`src/rtl/npts_pkg.sv`:
```
// shared types and widths for the nearest point search block
`timescale 1ns / 1ps
`default_nettype none

package npts_pkg;

    // widths of the result fields as they leave the block, and of an input coordinate
    localparam int unsigned IDX_OUT_W   = 10;
    localparam int unsigned DIST_OUT_W  = 33;
    localparam int unsigned COUNT_OUT_W = 11;
    localparam int unsigned IN_COORD_W  = 16;

    // control word that travels beside each read of the point store
    typedef struct packed {
        logic valid;
        logic first;
        logic last;
    } npts_ctl_t;

endpackage

`default_nettype wire

```
`src/rtl/npts_dist.sv`:
```
// distance pipeline: abs difference, squares, sum and running minimum
`timescale 1ns / 1ps
`default_nettype none

module npts_dist
    import npts_pkg::*;
#(
    parameter int unsigned DEPTH   = 1024,
    parameter int unsigned COORD_W = 16
) (
    input  wire logic                     aclk,
    input  wire logic                     aresetn,
    input  wire logic [COORD_W-1:0]       qx,
    input  wire logic [COORD_W-1:0]       qy,
    input  wire npts_ctl_t                in_ctl,
    input  wire logic [COORD_W-1:0]       px,
    input  wire logic [COORD_W-1:0]       py,
    output logic                          done,
    output logic [$clog2(DEPTH)-1:0]      best_index,
    output logic [2*COORD_W:0]            best_dist
);

    localparam int unsigned IDX_W  = $clog2(DEPTH);
    localparam int unsigned SQ_W   = 2 * COORD_W;
    localparam int unsigned DIST_W = SQ_W + 1;

    npts_ctl_t          c1_reg;
    npts_ctl_t          c2_reg;
    logic [COORD_W-1:0] dx_reg;
    logic [COORD_W-1:0] dy_reg;
    logic [SQ_W-1:0]    sqx_reg;
    logic [SQ_W-1:0]    sqy_reg;
    logic [DIST_W-1:0]  best_reg;
    logic [IDX_W-1:0]   bidx_reg;
    logic [IDX_W-1:0]   cnt_reg;
    logic               done_reg;
    logic [DIST_W-1:0]  sum;

    assign sum = {1'b0, sqx_reg} + {1'b0, sqy_reg};

    always_ff @(posedge aclk) begin
        if (!aresetn) begin
            c1_reg   <= '0;
            c2_reg   <= '0;
            done_reg <= 1'b0;
        end else begin
            c1_reg   <= in_ctl;
            c2_reg   <= c1_reg;
            done_reg <= c2_reg.valid && c2_reg.last;
        end
    end

    always_ff @(posedge aclk) begin
        dx_reg  <= (qx >= px) ? (qx - px) : (px - qx);
        dy_reg  <= (qy >= py) ? (qy - py) : (py - qy);
        sqx_reg <= SQ_W'(dx_reg) * SQ_W'(dx_reg);
        sqy_reg <= SQ_W'(dy_reg) * SQ_W'(dy_reg);
        if (c2_reg.valid) begin
            // strictly smaller only, so ties keep the lower index
            if (c2_reg.first) begin
                best_reg <= sum;
                bidx_reg <= '0;
                cnt_reg  <= IDX_W'(1);
            end else begin
                if (sum < best_reg) begin
                    best_reg <= sum;
                    bidx_reg <= cnt_reg;
                end
                cnt_reg <= cnt_reg + IDX_W'(1);
            end
        end
    end

    assign done       = done_reg;
    assign best_index = bidx_reg;
    assign best_dist  = best_reg;

endmodule

`default_nettype wire
```
`config.mk`:
```
export PLATFORM = sky130hd
export DESIGN_NAME = npts_dist
export DESIGN_NICKNAME = d
export VERILOG_FILES = /design/src/rtl/npts_pkg.sv /design/src/rtl/npts_dist.sv
export SDC_FILE = /design/constraint.sdc
export NUM_CORES = 1
export LEC_CHECK = 0
export ABC_AREA = 1
export BUFFER_PORTS_ARGS = -buffer_cell sky130_fd_sc_hd__buf_2
export CORE_MARGIN = 5
export CORE_UTILIZATION = 35
export DETAILED_ROUTE_END_ITERATION = 6
export GPL_ROUTABILITY_DRIVEN = 0
export HOLD_SLACK_MARGIN = 0.15
export RECOVER_POWER = 50
export SYNTH_ARGS = -nofsm -noshare
export SYNTH_HDL_FRONTEND = slang
export SYNTH_SLANG_ARGS = --single-unit
```
`constraint.sdc`:
```
create_clock -name aclk -period 6 [get_ports aclk]
set_input_delay 0.9 -clock aclk [delete_from_list [all_inputs] [get_ports aclk]]
set_output_delay 0.9 -clock aclk [all_outputs]
set_load 0.1 [all_outputs]
```
# [Word level (Yosys, flattened, before mapping)]
# Index checks and enable logic that the tools add are counted.
[word_totals] ff_bits=156 output_inout_bits=44 word_cells=33
[classes] n_addsub=6 mul=2 magnitude_cmp=3 mux=5 n_reduce_logical=3
[op_table] operator="$mux W33" count=2
[op_table] operator="$mul A16 B16 Y32" count=2
[op_table] operator="$sub A16 B16 Y16" count=4
[op_table] operator="$add A32 B32 Y33" count=1
[op_table] operator="$lt A33 B33 Y1" count=1
[op_table] operator="$ge A16 B16 Y1" count=2
[op_table] operator="$mux W16" count=2
[op_table] operator="$add A10 B1 Y10 const B" count=1
[op_table] operator="$mux W10" count=1
[op_table] operator="$reduce_and A2 Y1" count=1
[op_table] operator="$reduce_bool A2 Y1" count=1
[op_table] operator="$logic_and A1 B1 Y1" count=1

# [Logic depth before layout (Yosys ltp)]
[logic_depth] word_depth=4 mapped_depth=26

# [Worst setup path after synthesis]
# No wires, ideal clock.
[synth_path] path_kind="flip-flop to flip-flop" from="register dy_reg[11]" to="register sqy_reg[29]" setup_ps=112 arrival_ps=5141 required_ps=5888 slack_ps=747 stages_incl_launch_ff=22 n_path_buf=2 path_cell_list="dfxtp_1 > clkbuf_1 > clkbuf_1 > nand2_1 > fa_1 > fa_1 > inv_1 > fa_1 > fa_1 > fa_1 > inv_1 > fa_1 > inv_1 > ha_1 > a21oi_1 > o21ai_0 > a21oi_1 > nor2_1 > nor2_1 > nand2_1 > nand2_1 > nand2_1"
[synth_via] elab_chain_len=1
[synth_lines] item="start: declaration" line_no="npts_dist.sv:30" source="logic [COORD_W-1:0] dy_reg;"
[synth_lines] item="start signal: assignment" line_no="npts_dist.sv:55" source="dy_reg <= (qy >= py) ? (qy - py) : (py - qy);"
[synth_lines] item="$mul A16 B16 Y32" line_no="npts_dist.sv:57" source="sqy_reg <= SQ_W'(dy_reg) * SQ_W'(dy_reg);"
[synth_lines] item="end signal: assignment" line_no="npts_dist.sv:57"
[synth_lines] item="end: declaration" line_no="npts_dist.sv:32" source="logic [SQ_W-1:0] sqy_reg;"
# No other way between the ends.
# A chain may end at the register's enable or synchronous reset.

# [Worst setup path after layout]
[layout_path] from="register dx_reg[11]" to="register sqx_reg[23]"
[layout_via] elab_chain_len=1
[layout_lines] item="start: declaration" line_no="npts_dist.sv:29" source="logic [COORD_W-1:0] dx_reg;"
[layout_lines] item="start signal: assignment" line_no="npts_dist.sv:54" source="dx_reg <= (qx >= px) ? (qx - px) : (px - qx);"
[layout_lines] item="$mul A16 B16 Y32" line_no="npts_dist.sv:56" source="sqx_reg <= SQ_W'(dx_reg) * SQ_W'(dx_reg);"
[layout_lines] item="end signal: assignment" line_no="npts_dist.sv:56"
[layout_lines] item="end: declaration" line_no="npts_dist.sv:31" source="logic [SQ_W-1:0] sqx_reg;"
# No other way between the ends.

==> impl_metrics.csv <==
group,metric,value,unit
sta,tns,0,ns
sta,fin_crit,5.64,ns
clock_tree,cts_root_buf,"clkbuf_16",
clock_tree,clk_latency,0.47,ns
cells_and_area,largest_reg_flops,33,
detailed_routing,wl_per_cell,13.5,µm
floorplan,io_pins,113,
cells_and_area,fin_nets,4225,
detailed_routing,postRouteAntennaNets,0,
synthesis,yosys_register_bits,154,
sta,final_hold_viol_count,0,
critical_path,crit_required,6.38,ns
place,hpwl,52.5,mm
critical_path,critical_path_peak_fanout,10,
place,post-place-ws,0.175,ns
floorplan,die_x,281,µm
place,port_buffers,112,
critical_path,r2r_start,"dx_reg[11]",
sta,slew_headroom,17.2,%
grt,grt_pass1_vias,21400,
clock_tree,cts_tree,"done",
place,place_area,27300,µm²
synthesis,async_reset_ff_share,0,%
floorplan,start_util,35.3,%
floorplan,die-area,79100,µm²
critical_path,rrSetupSlack,0.36,ns
grt,overflow,0,
detailed_routing,drtIter0Drc,1302,
cells_and_area,area_growth,7.90,%
synthesis,synth_most_common_cell,"inv_1",
sta,maxSlewViolCount,0,
critical_path,critPathKind,"register to register",
synthesis,synthFlopType,"dfxtp_1",
hold_path,holdPathEnd,"c2_reg[0]",
synthesis,synth_edf_count,53,
detailed_routing,viasPerCell,4.67,
detailed_routing,finalWirelength,60.2,mm
synthesis,ys_types,40,
grt,track_usage,15.8,%
clock_tree,path_clk_slew,0.07,ns
sta,rsz0062_at_grt,"no",
critical_path,ff2ff_path_depth,19,
critical_path,start_kind,"register",
synthesis,yosysSeqAreaShare,14.0,%
cells_and_area,final_area,27800,µm²
sta,setup_viol,0,
detailed_routing,drcViolationCount,0,
critical_path,setup.worst_path.end_class,"register",
hold_path,min_from,"c1_reg[0]",
sta,fmax,177,MHz
critical_path,arrival,6.02,ns
hold_path,hold_class,"register to register",
floorplan,coreArea,73000,µm²
clock_tree,ctsLongestPathBuffers,2,
outcome,outcome,"completed",
synthesis,syn_area,25800,µm²
sta,tightest_slew,1.25,ns
clock_tree,htreeDepth,4,
cells_and_area,post_route_cells_drive_above_1_share,4.50,%
clock_tree,cts_buffers,17,
synthesis,yosys-top-cells-count,"853 x inv_1, 851 x nand2_1, 328 x fa_1, 327 x ha_1, 180 x nor2_1",
synthesis,synthCells,3436,
detailed_routing,drt_pre_antenna_iters,6,
synthesis,synthesis.nets,4160,
hold_path,min_delay_path_depth,2,
synthesis,synth_top_area_cell,"fa_1",
clock_tree,cts_hold_buf,0,
floorplan,num_rows,99,
sta,fin_worst_skew,0.0139,ns
synthesis,synth_top_area_share,25.5,%
critical_path,crit_start,"dx_reg[11]",
grt,grt_pass1_wl,103,mm
grt,grt_max_degree,27,
sta,min_period_over_period,94.0,%
synthesis,synth_area_per_cell,7.50,µm²
grt,antenna_found_initial,0,
synthesis,yosys-top-cells-area,"fa_1 25%, ha_1 16%, inv_1 12%, nand2_1 12%, dfxtp_1 7.8%",
detailed_routing,dr_total_vias,20900,
sta,fin_ws,0.362,ns
critical_path,reg2reg_to,"sqx_reg[23]",
clock_tree,numClockSinks,154,
cells_and_area,antenna_cells,0,
synthesis,yosys_warnings,0,
floorplan,dieHeight,281,µm
job,cap_violations,0,
placed cells by master (no fill, tap or decap), drive strengths merged, types with 86 or more instances in the layout:
cell	instances
buf	86
dfxtp	101
nor2	184
nand3	122
nand2	857
o21ai	91
xor2	92
a21oi	178
inv	859
ha	327
fa	328
worst max-delay path by stage:
stage | endpoint | slack [ns] | cells past startpoint
finish | sqx_reg[23] | 0.36 | 19
global route | sqy_reg[25] | 0.02 | 18
CTS | sqy_reg[23] | 0.13 | 19
detailed placement | sqy_reg[23] | 0.17 | 19
global placement | sqy_reg[25] | 0.14 | 20
floorplan | sqy_reg[29] | 0.75 | 21
timing repair:
| action | 4_1_cts | 5_1_grt |
|---|---|---|
| resized for setup | 0 | 16 |
| endpoints found under the setup margin | 0 | 17 |
| setup buffers | 0 | 0 |
area by class of cell:
cell class	instances	area, µm²
clock inverter	13	145
tap	959	1200
clock buffer	19	433
multi-input combinational	2338	18500
timing repair buffer	134	663
sequential	154	3630
inverter	856	3210
fill	7666	45200
layer usage:
layer	up-vias	part of all wire, %	GRT usage [%]
met4	0	2.0	4.06
met2	455	47	26.8
met1	9834	46	21.4
met3	62	4.7	2.16
met5	-	0	0
li1	10500	-	-
through the flow:
step / utilization [%] / cells / hold slack [ns]
2_1_floorplan: - / 3436 / 0.329
3_3_place_gp: 37.4 / 4441 / 0.413
3_5_place_dp: 37.4 / 4441 / 0.399
4_1_cts: 38.2 / 4473 / 0.421
5_1_grt: 38.1 / 4473 / 0.455
6_report: 38.1 / 4473 / 0.416
worst max-delay path, stage by stage (launching register included):
cell,delay (ns)
dfxtp_1,0.52
buf_4,0.26
nand2_1,0.10
fa_1,0.58
inv_1,0.07
fa_1,0.56
fa_1,0.43
fa_1,0.46
fa_1,0.49
inv_1,0.05
fa_1,0.47
inv_1,0.04
ha_1,0.37
nand2_1,0.09
inv_1,0.08
nand2_1,0.11
nor3_1,0.35
nand4_1,0.17
nand3_1,0.14
xor2_1,0.19
logic make-up (layout without fill, tap and decap cells):
group / count (synthesis) / count (layout) / synth area share (%)
AO/OA/AOI/OAI: 324 / 324 / 7.03
XOR/XNOR: 106 / 106 / 3.60
flip-flops: 154 / 154 / 14.0
adder cells (fa/ha/maj): 655 / 655 / 41.4
AND/OR/NAND/NOR: 1253 / 1253 / 19.9
buffers and inverters: 944 / 1022 / 14.1
Power is not shown: default switching activity piles up to over one toggle a cycle in this logic, so the estimate is an artifact.
